--- config.mk ---
export PLATFORM = sky130hd
export DESIGN_NAME = segint_cell
export DESIGN_NICKNAME = d
export VERILOG_FILES = /design/src/sv/segint_pkg.sv /design/src/sv/segint_cell.sv
export VERILOG_INCLUDE_DIRS = /design/src /design/src/sv
export SDC_FILE = /design/constraint.sdc
export NUM_CORES = 1
export LEC_CHECK = 0
export BUFFER_PORTS_ARGS = -buffer_cell sky130_fd_sc_hd__buf_2
export CAP_MARGIN = 20
export CORE_MARGIN = 5
export CORE_UTILIZATION = 24
export CTS_CLUSTER_DIAMETER = 40
export DETAILED_ROUTE_END_ITERATION = 8
export HOLD_SLACK_MARGIN = 0.1
export SLEW_MARGIN = 5
export SYNTH_ARGS = -nofsm -noshare
export SYNTH_HDL_FRONTEND = slang
export SYNTH_SLANG_ARGS = --single-unit
--- constraint.sdc ---
create_clock -name clk -period 3.6 [get_ports clk]
set_input_delay 0.18 -clock clk [delete_from_list [all_inputs] [get_ports clk]]
set_output_delay 0.18 -clock clk [all_outputs]
set_load 0.02 [all_outputs]
--- src/sv/segment_intersection_macros.svh ---
// ----------------------------------------------------------------------------
// segment_intersection_macros.svh
// Assertion shorthands shared by the segment intersection RTL. Defining
// NO_ASSERTIONS turns every use into nothing.
// ----------------------------------------------------------------------------
`ifndef SEGMENT_INTERSECTION_MACROS_SVH
`define SEGMENT_INTERSECTION_MACROS_SVH

`ifndef NO_ASSERTIONS

// same-cycle implication, ignored while reset is high
`define SI_ASSERT_IMP(label, clk, rst, ante, cons) \
  label: assert property (@(posedge clk) disable iff (rst) (ante) |-> (cons)) \
    else $error("segment_intersection: assertion failed");

// next-cycle implication, ignored while reset is high
`define SI_ASSERT_NXT(label, clk, rst, ante, cons) \
  label: assert property (@(posedge clk) disable iff (rst) (ante) |=> (cons)) \
    else $error("segment_intersection: assertion failed");

`else

`define SI_ASSERT_IMP(label, clk, rst, ante, cons)
`define SI_ASSERT_NXT(label, clk, rst, ante, cons)

`endif

`endif

--- src/sv/segint_pkg.sv ---
// ----------------------------------------------------------------------------
// segint_pkg
// Shared widths, defaults, saturation limits and the control struct that
// travels down the divider chain.
// ----------------------------------------------------------------------------
`timescale 1ns / 1ps

package segint_pkg;

  localparam int FIELD_W        = 16;  // coordinate field width
  localparam int OUT_W          = 24;  // crossing point field width
  localparam int FRAC_MAX       = 16;  // fraction bits act as at most this
  localparam int COORD_BITS_DEF = 16;
  localparam int FRAC_BITS_DEF  = 8;
  localparam int CW_DEF         = 16;  // effective coordinate width
  localparam int QB_DEF         = 24;  // quotient bits = CW + fraction bits

  // largest positive point, and most negative point (also 2^23 unsigned)
  localparam logic [OUT_W-1:0] SAT_POS = {1'b0, {(OUT_W-1){1'b1}}};
  localparam logic [OUT_W-1:0] SAT_NEG = {1'b1, {(OUT_W-1){1'b0}}};

  typedef struct packed {
    logic valid;
    logic hit;
    logic neg_x;  // sign of x quotient
    logic neg_y;  // sign of y quotient
  } segint_ctl_t;

endpackage

--- src/sv/segint_cell.sv ---
// ----------------------------------------------------------------------------
// segint_cell
// One restoring division step for both coordinates: shifts in the next
// dividend bit, subtracts |den| when it fits, appends a quotient bit.
// ----------------------------------------------------------------------------
`timescale 1ns / 1ps
`include "segment_intersection_macros.svh"

module segint_cell import segint_pkg::*; #(
  parameter int CW = CW_DEF,
  parameter int QB = QB_DEF
) (
  input  logic          clk,
  input  logic          rst,
  input  logic          adv,
  input  segint_ctl_t   prev_ctl,
  input  logic [2*CW:0] prev_divisor,
  input  logic [2*CW:0] prev_rem_x,
  input  logic [2*CW:0] prev_rem_y,
  input  logic [CW-1:0] prev_dvd_x,
  input  logic [CW-1:0] prev_dvd_y,
  input  logic [QB-1:0] prev_quo_x,
  input  logic [QB-1:0] prev_quo_y,
  output segint_ctl_t   ctl,
  output logic [2*CW:0] divisor,
  output logic [2*CW:0] rem_x,
  output logic [2*CW:0] rem_y,
  output logic [CW-1:0] dvd_x,
  output logic [CW-1:0] dvd_y,
  output logic [QB-1:0] quo_x,
  output logic [QB-1:0] quo_y
);

  localparam int VW = 2*CW + 1;

  logic            valid, hit, neg_x, neg_y;
  logic [VW+1:0]   trial_x, trial_y;
  logic [VW-1:0]   rem_x_next, rem_y_next;

  always_comb begin
    trial_x = {1'b0, prev_rem_x, prev_dvd_x[CW-1]} - {2'b00, prev_divisor};
    trial_y = {1'b0, prev_rem_y, prev_dvd_y[CW-1]} - {2'b00, prev_divisor};
    if (trial_x[VW+1]) begin
      rem_x_next = {prev_rem_x[VW-2:0], prev_dvd_x[CW-1]};
    end else begin
      rem_x_next = trial_x[VW-1:0];
    end
    if (trial_y[VW+1]) begin
      rem_y_next = {prev_rem_y[VW-2:0], prev_dvd_y[CW-1]};
    end else begin
      rem_y_next = trial_y[VW-1:0];
    end
  end

  always_ff @(posedge clk) begin
    if (rst) begin
      valid <= 1'b0;
    end else if (adv) begin
      valid <= prev_ctl.valid;
    end
  end

  always_ff @(posedge clk) begin
    if (adv) begin
      hit     <= prev_ctl.hit;
      neg_x   <= prev_ctl.neg_x;
      neg_y   <= prev_ctl.neg_y;
      divisor <= prev_divisor;
      rem_x   <= rem_x_next;
      rem_y   <= rem_y_next;
      dvd_x   <= {prev_dvd_x[CW-2:0], 1'b0};
      dvd_y   <= {prev_dvd_y[CW-2:0], 1'b0};
      quo_x   <= {prev_quo_x[QB-2:0], ~trial_x[VW+1]};
      quo_y   <= {prev_quo_y[QB-2:0], ~trial_y[VW+1]};
    end
  end

  assign ctl = {valid, hit, neg_x, neg_y};

  // on a hit the partial remainder always stays below |den|
  `SI_ASSERT_IMP(a_rem_x_bound, clk, rst, valid && hit, rem_x < divisor)
  `SI_ASSERT_IMP(a_rem_y_bound, clk, rst, valid && hit, rem_y < divisor)

endmodule

**Word-level counts from Yosys, hierarchy flattened**

Cells that the tools add are included.

- Flip-flop bits (word level): 181
- Bits of input ports: 186
- Output and inout bits: 183

- Add/sub/neg operators: 2
- Muxes and demuxes: 2
- Bitwise gates (word level): 2

Operators with widths:

| cell | count |
|---|---|
| $sub 34x33->35 | 2 |
| $mux 33 | 2 |
| $not 1->1 | 2 |

**Depth between registers and ports, before layout**

- Depth in word-level cells: 2
- Gate-level depth with buffers: 14

**Worst setup path after synthesis**

Ideal clock, no wire load.

- Kind: input port to flip-flop
- Start point: input prev_dvd_y[15]
- End point: register rem_y[10], data pin
- Data arrival time: 2.680 ns
- Required time: 3.340 ns
- Setup slack: 0.660 ns
- Stages: 13
- Cell sequence: inv_1 ha_1 inv_1 fa_1 a211oi_1 o21bai_1 o221ai_1 a21oi_1 nor3_2 o31ai_2 a31oi_4 buf_6 mux2_2

- Cells in the longest elaborated chain, start to end: 2

RTL lines:

| item | line | text |
|---|---|---|
| start: declaration | segint_cell.sv:21 | `input logic [CW-1:0] prev_dvd_y,` |
| $sub 34x33->35 | segint_cell.sv:42 | `trial_y = {1'b0, prev_rem_y, prev_dvd_y[CW-1]} - {2'b00, prev_divisor};` |
| $mux 33 | segint_cell.sv:48 | `if (trial_y[VW+1]) begin` |
| net rem_y_next[10] | segint_cell.sv:38 | `logic [VW-1:0] rem_x_next, rem_y_next;` |
| end signal: assignment | segint_cell.sv:70 | `rem_y <= rem_y_next;` |
| end: declaration | segint_cell.sv:27 | `output logic [2*CW:0] rem_y,` |

The timed path passes the listed nets, and every way through them passes these cells.
A chain may end at the register's enable or synchronous reset.

**Worst setup path in the final report**

- Start point: input prev_divisor[0]
- End point: register rem_y[3], data pin

- Cells in the longest elaborated chain, start to end: 2

RTL lines:

| item | line | text |
|---|---|---|
| start: declaration | segint_cell.sv:17 | `input logic [2*CW:0] prev_divisor,` |
| $sub 34x33->35 | segint_cell.sv:42 |  |
| $mux 33 | segint_cell.sv:48 |  |
| net rem_y_next[3] | segint_cell.sv:38 |  |

The timed path passes the listed nets, and every way through them passes these cells.

==> impl_metrics.ini <==
[critical_path]
critical_path.max_fanout = 26
arrival_ns = 3.72
path_cells = dlygate4sd3_1 > buf_2 > ha_1 > inv_1 > fa_1 > a211oi_1 > o21bai_2 > o221ai_2 > a21oi_1 > nor3_2 > o31ai_2 > a31oi_4 > buf_12 > mux2_2
crit_family = compound AO/OA/AOI/OAI gates
cp.depth = 14
start_kind = input port
worst_setup_path_end_kind = register
cp.required_ns = 3.80
cpPeakStageDelay_ns = 0.53
reg2reg_slack_ns = 2.41
critPathBufInv = 4
worstSetupPathType = input port to register
crit_slowest_cell = dlygate4sd3_1
r2r_start = valid
reg2reg_to = valid
reg2reg_depth = 3

[detailed_routing]
top_layer = met5
drt_iter0_markers = 360
drc_errors = 0
wirelength_mm = 33.91
via_per_inst = 4.449
met2_length_mm = 17.13
ant_nets = 0
wl_met3_mm = 2.449
wl_per_cell_um = 17.66
wl_met1_mm = 13.38
vias = 8543
firstDrtPassIters = 4

[floorplan]
ios = 369
die_y_um = 212.0
core.rowCount = 74
start_util = 0.2410
die_area_um2 = 44950
core_um2 = 40650
fp.dieW_um = 212.0

[timing]
fin_crit_ns = 3.518
finalCritPeriodShare = 0.9771
skew_ns = 0
worst_hold_slack_ns = 0.2113
hold_viol = 0
setup_viol = 0
slew_headroom = 0.5219
worst_pin_slew_ns = 0.6991
maxSlewViolCount = 0
fmax_mhz = 284.3

[power]
p_per_area_nw_per_um2 = 427.6
power.share.clock = 0.296
switching_share = 0.3159
pwr-share-comb = 0.282
power_switching_uw = 1993
seq_power_share = 0.421
p_int_uw = 4315
p_leak_uw = 0.006395
vdd_ir_drop_max_uv = 268.7

[worst_hold_path]
hold_class = input port to register
worstHoldPathCells = 3
worstHoldStart = prev_rem_x[32]
hold_path_end = rem_x[30]

[final_layout]
fin_nets = 1627
syn_to_final_growth_pct = 50.60
stdcell_count = 1920
drive_gt1_frac = 0.3312

[synthesis]
synth_cell_types = 66
synth_seq_cells = 181
synth_top_cell_by_area = edfxtp_1
yosysWarnings = 0
synth.most_common_cell = edfxtp_1
synthCells = 816
synth_common_cells = edfxtp_1 (180), nand2_1 (67), ha_1 (66)
ys.flop_type = edfxtp_1
syn_area_per_cell_um2 = 12.00
synth_top_area_frac = 0.5519
synthTopCellsByArea = edfxtp_1 (55%), ha_1 (8.4%), mux2_2 (3.6%), a21oi_1 (3.2%), xnor2_1 (3.0%)
async_flop_share = 0
ys_seq_area_frac = 0.5539
synth_enable_flop_cells = 180
syn_area_um2 = 9794

[placement]
io_buffer_count = 364
place.gp.congestion = 0.8880
place_hpwl_mm = 26.02
dpl.cell_count = 1705

[clock_network]
htreeDepth = 4
cts_setup_buffers = 0
path_clk_slew_ns = 0.08
clock-sinks = 181
cts_buffers = 17
root_buffer = clkbuf_16
insertion_delay_ns = 0.44
cts_tree = built
cts_buffer_depth = 2

[flow_run]
maxCapViolCount = 0

[global_routing]
grt_overflow = 0
antenna_found_initial = 3
grt_use_total = 0.1431
grt_pass1_vias = 8873
grt_max_degree = 84
grt_pass1_wl_mm = 49.16

[run_status]
status = finished, final reports clean
-- routing by layer --
metal | vias up | track usage
met3 | 46 | 0.03586
met4 | 2 | 0.05908
met1 | 4036 | 0.1588
met5 | - | 0
li1 | 4171 | -
met2 | 288 | 0.2609
-- logic make-up after synthesis --
logic type | count (synthesis) | synth area share
compound gates | 219 | 0.1458
xor+xnor | 59 | 0.05276
fa+ha+maj | 68 | 0.08840
buf+inv | 80 | 0.03538
flops | 181 | 0.5539
mux | 35 | 0.03986
other cells | 1 | 0.0003829
simple gates | 173 | 0.08355
-- flip-flops by register name, summed over array words and instances, names as in the netlist --
register  cells
divisor      33
dvd_x        15
dvd_y        15
hit           1
neg_x         1
neg_y         1
quo_x        24
quo_y        24
rem_x        33
rem_y        33
valid         1
-- stage by stage --
step	setup WS [ns]	total power [uW]	util	cell area, um^2	setup TNS [ns]
CTS	0.03244	6414	0.3621	14720	0
finish	0.08239	6307	0.3629	14750	0
detailed placement	0.06888	4320	0.3035	12330	0
floorplan	0.6601	3699	-	9798	0
global placement	0.06375	4303	0.3035	12330	0
global route	-0.03500	6630	0.3629	14750	-0.2983
-- placed cells by master, fill, tap and decap left out, types with 34 or more instances in the layout --
| master | netlist | final |
|---|---|---|
| a21o_1 | 35 | 35 |
| a21oi_1 | 62 | 60 |
| buf_2 | 1 | 363 |
| dlygate4sd3_1 | 0 | 181 |
| edfxtp_1 | 180 | 180 |
| ha_1 | 66 | 66 |
| inv_1 | 53 | 53 |
| nand2_1 | 67 | 67 |
| nor2_1 | 34 | 34 |
| o21ai_0 | 46 | 46 |
-- worst max path at each step --
stage,start,to,slack (ns)
2_1_floorplan,prev_dvd_y[15],rem_y[10],0.66
3_3_place_gp,prev_dvd_y[15],rem_y[2],0.06
3_5_place_dp,prev_dvd_y[15],rem_y[3],0.07
4_1_cts,prev_divisor[0],rem_y[3],0.03
5_1_grt,prev_divisor[0],rem_y[3],-0.04
6_report,prev_divisor[0],rem_y[3],0.08
-- power by group through the flow --
stage / registers (uW) / clock network (uW) / logic, uW
final: 2660 / 1870 / 1780
after global routing: 2680 / 2020 / 1930
after CTS: 2660 / 1970 / 1790
after detailed placement: 2700 / 0 / 1620
after global placement: 2700 / 0 / 1600
after floorplan: 3000 / 0 / 695
-- final cells by class --
| type | count | area, um^2 |
|---|---|---|
| flip-flops and latches | 181 | 5425 |
| well taps | 532 | 665.6 |
| clock buffers | 17 | 425.4 |
| repair buffers | 564 | 3822 |
| inverters | 53 | 198.9 |
| fillers | 3993 | 25900 |
| multi-input cells | 556 | 4061 |
| clock inverters | 15 | 146.4 |
| diodes | 2 | 5.005 |
-- tightest hold or removal path: stages --
cell	delay [ns]
buf_2	0.09
a211o_1	0.15
a22o_1	0.14
-- what timing repair did --
item	in CTS	in global routing
hold buffers	181	0
resized for setup	0	6
endpoints found under the setup margin	0	57
hold endpoints to repair	179	0
Note: power is estimated with default switching activity, not from simulation.
