===== src/sv/segment_intersection_macros.svh =====
// ----------------------------------------------------------------------------
// segment_intersection_macros.svh
// Assertion shorthands shared by the segment intersection RTL. Defining
// NO_ASSERTIONS turns every use into nothing.
// ----------------------------------------------------------------------------
`ifndef SEGMENT_INTERSECTION_MACROS_SVH
`define SEGMENT_INTERSECTION_MACROS_SVH

`ifndef NO_ASSERTIONS

// same-cycle implication, ignored while reset is high
`define SI_ASSERT_IMP(label, clk, rst, ante, cons) \
  label: assert property (@(posedge clk) disable iff (rst) (ante) |-> (cons)) \
    else $error("segment_intersection: assertion failed");

// next-cycle implication, ignored while reset is high
`define SI_ASSERT_NXT(label, clk, rst, ante, cons) \
  label: assert property (@(posedge clk) disable iff (rst) (ante) |=> (cons)) \
    else $error("segment_intersection: assertion failed");

`else

`define SI_ASSERT_IMP(label, clk, rst, ante, cons)
`define SI_ASSERT_NXT(label, clk, rst, ante, cons)

`endif

`endif


===== src/sv/segint_pkg.sv =====
// ----------------------------------------------------------------------------
// segint_pkg
// Shared widths, defaults, saturation limits and the control struct that
// travels down the divider chain.
// ----------------------------------------------------------------------------
`timescale 1ns / 1ps

package segint_pkg;

  localparam int FIELD_W        = 16;  // coordinate field width
  localparam int OUT_W          = 24;  // crossing point field width
  localparam int FRAC_MAX       = 16;  // fraction bits act as at most this
  localparam int COORD_BITS_DEF = 16;
  localparam int FRAC_BITS_DEF  = 8;
  localparam int CW_DEF         = 16;  // effective coordinate width
  localparam int QB_DEF         = 24;  // quotient bits = CW + fraction bits

  // largest positive point, and most negative point (also 2^23 unsigned)
  localparam logic [OUT_W-1:0] SAT_POS = {1'b0, {(OUT_W-1){1'b1}}};
  localparam logic [OUT_W-1:0] SAT_NEG = {1'b1, {(OUT_W-1){1'b0}}};

  typedef struct packed {
    logic valid;
    logic hit;
    logic neg_x;  // sign of x quotient
    logic neg_y;  // sign of y quotient
  } segint_ctl_t;

endpackage


===== src/sv/segint_out.sv =====
// ----------------------------------------------------------------------------
// segint_out
// Applies the quotient sign, saturates to the point width, zeroes misses,
// and holds the result in an output register backed by one skid entry.
// ----------------------------------------------------------------------------
`timescale 1ns / 1ps
`include "segment_intersection_macros.svh"

module segint_out import segint_pkg::*; #(
  parameter int QB = QB_DEF
) (
  input  logic                    clk,
  input  logic                    rst,
  input  segint_ctl_t             last_ctl,
  input  logic [QB-1:0]           quo_x,
  input  logic [QB-1:0]           quo_y,
  output logic                    adv,
  output logic                    res_valid,
  input  logic                    res_ready,
  output logic                    hit,
  output logic signed [OUT_W-1:0] cross_x,
  output logic signed [OUT_W-1:0] cross_y
);

  localparam int SW = (QB > OUT_W) ? QB : OUT_W;

  // sign and magnitude to saturated two's complement
  function automatic logic [OUT_W-1:0] sat_point(input logic [QB-1:0] mag,
                                                 input logic          neg);
    logic [SW-1:0] mag_e;
    logic [SW-1:0] inv;
    logic [OUT_W-1:0] res;
    mag_e = SW'(mag);
    inv   = -mag_e;
    if (neg) begin
      res = (mag_e > SW'(SAT_NEG)) ? SAT_NEG : inv[OUT_W-1:0];
    end else begin
      res = (mag_e > SW'(SAT_POS)) ? SAT_POS : mag_e[OUT_W-1:0];
    end
    return res;
  endfunction

  logic                    skid_valid;
  logic                    skid_hit;
  logic signed [OUT_W-1:0] skid_x, skid_y;
  logic signed [OUT_W-1:0] x_next, y_next;

  always_comb begin
    if (last_ctl.hit) begin
      x_next = sat_point(quo_x, last_ctl.neg_x);
      y_next = sat_point(quo_y, last_ctl.neg_y);
    end else begin
      x_next = '0;
      y_next = '0;
    end
  end

  assign adv = !skid_valid;

  always_ff @(posedge clk) begin
    if (rst) begin
      res_valid  <= 1'b0;
      skid_valid <= 1'b0;
    end else if (!res_valid || res_ready) begin
      if (skid_valid) begin
        res_valid  <= 1'b1;
        skid_valid <= 1'b0;
      end else begin
        res_valid  <= last_ctl.valid;
      end
    end else if (last_ctl.valid && !skid_valid) begin
      skid_valid <= 1'b1;
    end
  end

  always_ff @(posedge clk) begin
    if (!res_valid || res_ready) begin
      if (skid_valid) begin
        hit     <= skid_hit;
        cross_x <= skid_x;
        cross_y <= skid_y;
      end else begin
        hit     <= last_ctl.hit;
        cross_x <= x_next;
        cross_y <= y_next;
      end
    end else if (!skid_valid) begin
      skid_hit <= last_ctl.hit;
      skid_x   <= x_next;
      skid_y   <= y_next;
    end
  end

  `SI_ASSERT_IMP(a_skid_behind_out, clk, rst, skid_valid, res_valid)
  `SI_ASSERT_IMP(a_miss_is_zero, clk, rst, res_valid && !hit, cross_x == '0 && cross_y == '0)
  `SI_ASSERT_NXT(a_skid_kept, clk, rst, skid_valid && !res_ready, skid_valid && res_valid)

endmodule


===== config.mk =====
export PLATFORM = sky130hd
export DESIGN_NAME = segint_out
export DESIGN_NICKNAME = d
export VERILOG_FILES = /design/src/sv/segint_pkg.sv /design/src/sv/segint_out.sv
export VERILOG_INCLUDE_DIRS = /design/src /design/src/sv
export SDC_FILE = /design/constraint.sdc
export NUM_CORES = 1
export LEC_CHECK = 0
export BUFFER_PORTS_ARGS = -buffer_cell sky130_fd_sc_hd__buf_2
export CAP_MARGIN = 10
export CORE_MARGIN = 8
export CORE_UTILIZATION = 45
export CTS_BUF_LIST = sky130_fd_sc_hd__clkbuf_2
export DETAILED_ROUTE_END_ITERATION = 8
export HOLD_SLACK_MARGIN = 0.12
export PLACE_DENSITY = 0.79
export SLEW_MARGIN = 20
export SYNTH_ARGS = -nofsm -noshare
export SYNTH_HDL_FRONTEND = slang
export SYNTH_SLANG_ARGS = --single-unit

===== constraint.sdc =====
create_clock -name clk -period 4.41 [get_ports clk]
set_input_delay 0.6615 -clock clk [delete_from_list [all_inputs] [get_ports clk]]
set_output_delay 0.6615 -clock clk [all_outputs]
set_load 0.005 [all_outputs]

# Yosys cells after proc, flatten, opt, wreduce, memory -nomap -nowiden
# Index checks and enable logic that the tools add are counted.
[classes]
addsub = 2
magnitude_cmp = 4
mux = 12
n_reduce_logical = 5
[op_table]
columns = ["operator", "n"]
rows = [
  ["$mux W24", 10],
  ["$gt A24 B23 Y1 const B", 2],
  ["$gt A24 B24 Y1 const B", 2],
  ["$neg A24 Y24", 2],
  ["$logic_not A1 Y1", 2],
  ["$mux W1", 2],
  ["$reduce_or A2 Y1", 1],
  ["$logic_and A1 B1 Y1", 1],
  ["$logic_or A1 B1 Y1", 1],
]
[totals]
reg_bits = 100
in_bits = 55
output_inout_bits = 51
word_cells = 31

# Logic depth before layout (Yosys ltp)
[depth]
depth_word = 5
ltp_mapped = 10
mapped_depth_nobuf = 7

# Worst setup path before layout
# OpenSTA, ideal clock, no wires.
[synth_timing]
kind = "input to register"
start = "input res_ready"
end = "register skid_hit, enable pin"
setup_time_ns = 0.535
arrival_time_ns = 3.109
t_required_ns = 3.875
setup_slack_ns = 0.766
path_stages = 2
path_buffers = 0
path_cell_list = "nand2b_1 -> inv_1"
[synth_between]
elab_chain_cells = 1
[synth_rtl]
columns = ["element", "line", "text"]
rows = [
  ["start: declaration", "segint_out.sv:19", "input logic res_ready,"],
  ["$logic_or A1 B1 Y1", "segint_out.sv:77", "if (!res_valid || res_ready) begin"],
  ["end signal: assignment", "segint_out.sv:88", "skid_hit <= last_ctl.hit;"],
  ["end: declaration", "segint_out.sv:44", "logic skid_hit;"],
]
# No other way between the ends.
# A chain may end at the register's enable or synchronous reset.

# Worst setup path after layout
[layout_timing]
start = "input quo_y[0]"
end = "register skid_y[18], data pin"
[layout_between]
elab_chain_cells = 5
elab_cells_between_ends = 8
cone_classes = "1 x add/sub; 2 x order compare; 5 x mux"
[layout_rtl]
columns = ["element", "line", "text"]
rows = [
  ["start: declaration", "segint_out.sv:16", "input logic [QB-1:0] quo_y,"],
  ["$neg A24 Y24 (tied with other cells)", "segint_out.sv:34", "inv = -mag_e;"],
  ["$mux W24, on equally long branches", "segint_out.sv:36, segint_out.sv:38", ""],
  ["$mux W24 *", "segint_out.sv:35", "if (neg) begin"],
  ["$mux W24 *", "segint_out.sv:49", "if (last_ctl.hit) begin"],
  ["$mux W24 *", "n/a", ""],
  ["end signal: assignment", "segint_out.sv:90", "skid_y <= y_next;"],
  ["end: declaration", "segint_out.sv:45", "logic signed [OUT_W-1:0] skid_x, skid_y;"],
]
# Every way passes the cells marked *; elsewhere a longest branch is shown, timed or not.

==> out/metrics.csv <==
metric,value,unit
status,"complete, no violations",
Root Buffer,clkbuf_2,
CTS Buffer Depth,2,
Avg Synthesized Cell Area,10.7,µm²
critical path data arrival time,3.02,ns
Hold Crit Class,input port to flip-flop,
Netlist cell types,55,
routed vias,4166,
CP Data Required Time,4.78,ns
hold_buf cts,0,
"commonest non-fill, non-tap cells in the layout","buf_2 (105), edfxtp_1 (98), nand2_1 (69)",
standard-cell rows,38,
setup ws final,1.76,ns
Cell Int Power,1.35,mW
hold depth,2,
static leakage,2.11,nW
Core Footprint,10900,µm²
PortBufs,105,
CTS tree,done,
Num CTS Buffers,9,
All-Layer GR Usage,0.177,
Pre-antenna DRT Iters,5,
post-synthesis cell area,5070,µm²
nets@finish,622,
WL final,13200,µm
vias in the first global route,4052,
r2r endpoint,skid_y[20]$_DFFE_PN_,
Initial DRC Count,407,
# H-tree levels,3,
power per cell area,316,nW/µm²
Gate Count Post-Synth,472,
share of layout cells above drive strength 1,0.253,
fin crit period,2.65,ns
final setup fails,0,
Worst VDD drop,0.134,mV
CTS Sinks,100,
post-cts resize count,0,
sequential fraction of the synthesis area,0.589,
Hold Path End,skid_valid$_SDFFE_PP0P_,
average wire per standard cell,18.5,µm
# fillers,963,
critical setup path kind,input port to flip-flop,
first-pass GRT wire length,21000,µm
number of synthesized flops with an enable pin,98,
Area Growth Syn to Fin,14.6,%
Clock Skew,0.0266,ns
initial antenna violation count,3,
YS warnings,0,
fmax,378,MHz
Routed Antenna Nets,0,
Seq. cell area,2980,µm²
max-slew violations,0,
Comb power frac,0.143,
# IOs,106,
Hold Crit Start,rst,
"Top FF cell, synth",edfxtp_1,
Multi-input gate area,1930,µm²
final worst-path cycle share,0.601,
"commonest non-fill, non-tap cell in the layout",buf_2,
dpl hpwl,9170,µm
Worst Tran Pin Value,0.914,ns
Register-to-Register Path Depth,5,
Final Wtd Congestion,0.902,
CP startpoint kind,input port,
Die H,122,µm
switching share of total power,0.265,
Tot Pwr,1.84,mW
crit-path max FO,18,
Via density,5.85,
clock latency on the worst-skew pair,0.57,ns
Die X,122,µm
P_sw,486,µW
Clk network pwr share,0.235,
Place WS,1.23,ns
grt ovf,0,
FF-to-FF setup slack,2.74,ns
R2R Path Start,skid_valid$_SDFFE_PP0P_,
asr flop ratio synth,0,
setup bufs post-CTS,0,
Worst Setup End Kind,flip-flop,
"Hold Vio Cnt, Final",0,
Max-Cap Viols,0,
setup TNS,0,ns
Syn Nets,529,
die area,14900,µm²
Slew headroom,0.386,
Seq cells post-synth,100,
largest net degree at the start of global routing,52,
DRC viols,0,
Initial Utilization,0.463,
unrepaired setup endpoints after global routing,no,
clock slew at reported path FFs,0.26,ns
Seq pwr share,0.622,
[per-layer routing]
metal	wire length [µm]	up-vias	global-route usage
met5	8	-	0
li1	-	2018	-
met2	6140	166	0.272
met4	221	2	0.0739
met1	5790	1957	0.238
met3	1020	23	0.0366
[synth_stat cells (5+ instances only)]
master,instances,area share
edfxtp_1,98,0.58
nand2_1,69,0.051
o21ai_0,41,0.040
nor2_1,28,0.021
a21oi_1,25,0.025
clkbuf_1,23,0.017
nor3_1,16,0.016
a31oi_1,15,0.019
o31ai_1,14,0.021
nand3_1,12,0.012
inv_1,10,0.0074
o22ai_1,9,0.011
or4_1,9,0.013
nand4_1,8,0.0099
o211ai_1,8,0.012
o21ai_2,8,0.014
or3_1,7,0.0086
nor4_1,5,0.0062
o311ai_0,5,0.0086
[worst max-delay path, cell delays in order]
cell     delay, ns
buf_2         0.13
inv_1         0.06
ha_1          0.18
or3b_1        0.44
or3_1         0.51
o31ai_4       0.42
o21ai_4       0.23
o31ai_1       0.38
[power groups by stage]
stage	clock (mW)	sequential (mW)	combinational [mW]
final	0.432	1.14	0.263
after detailed placement	0	1.16	0.263
after global placement	0	1.16	0.257
after floorplan	0	1.17	0.124
after global routing	0.467	1.15	0.293
after CTS	0.433	1.14	0.264
[state kept, by name (all words and copies together), names as in the netlist]
| signal | count |
|---|---|
| res_valid | 1 |
| cross_y | 24 |
| skid_valid | 1 |
| skid_hit | 1 |
| skid_x | 24 |
| skid_y | 24 |
| hit | 1 |
| cross_x | 24 |
[worst max path at each step]
stage	start	end	slack, ns	depth (start not counted)
floorplan	res_ready	skid_hit$_DFFE_PN_	0.77	2
global placement	quo_y[0]	cross_y[18]$_DFFE_PP_	1.36	8
detailed placement	quo_y[0]	skid_y[15]$_DFFE_PN_	1.23	8
CTS	quo_y[0]	skid_y[18]$_DFFE_PN_	1.84	8
global route	quo_x[0]	cross_x[12]$_DFFE_PP_	1.60	8
finish	quo_y[0]	skid_y[18]$_DFFE_PN_	1.76	8
[cell type report]
type                            instances  area share
Multi-Input combinational cell        334       0.333
Tap cell                              140      0.0302
Clock buffer                           10     0.00862
Antenna cell                            2    0.000862
Clock inverter                          6     0.00970
Inverter                               10     0.00668
Sequential cell                       100       0.514
Timing Repair Buffer                  110      0.0970
[per-stage QoR]
step	util	hold WS (ns)	area, µm²	cells
2_1_floorplan	-	0.511	5070	472
3_3_place_gp	0.521	0.529	5690	694
3_5_place_dp	0.521	0.531	5690	694
4_1_cts	0.530	0.193	5800	710
5_1_grt	0.531	0.192	5810	712
6_report	0.531	0.234	5810	712
[cell families (layout without fill, tap and decap cells)]
group | Yosys count | in the layout | share of synthesized area
AO/OA/AOI/OAI | 144 | 144 | 0.183
XOR/XNOR | 1 | 1 | 0.00173
adder cells (fa/ha/maj) | 2 | 2 | 0.00494
buffers and inverters | 38 | 136 | 0.0304
flip-flops | 100 | 100 | 0.589
multiplexers | 6 | 6 | 0.0123
other | 0 | 2 | 0
AND/OR/NAND/NOR | 181 | 181 | 0.179
(Power assumes the default switching activity.)
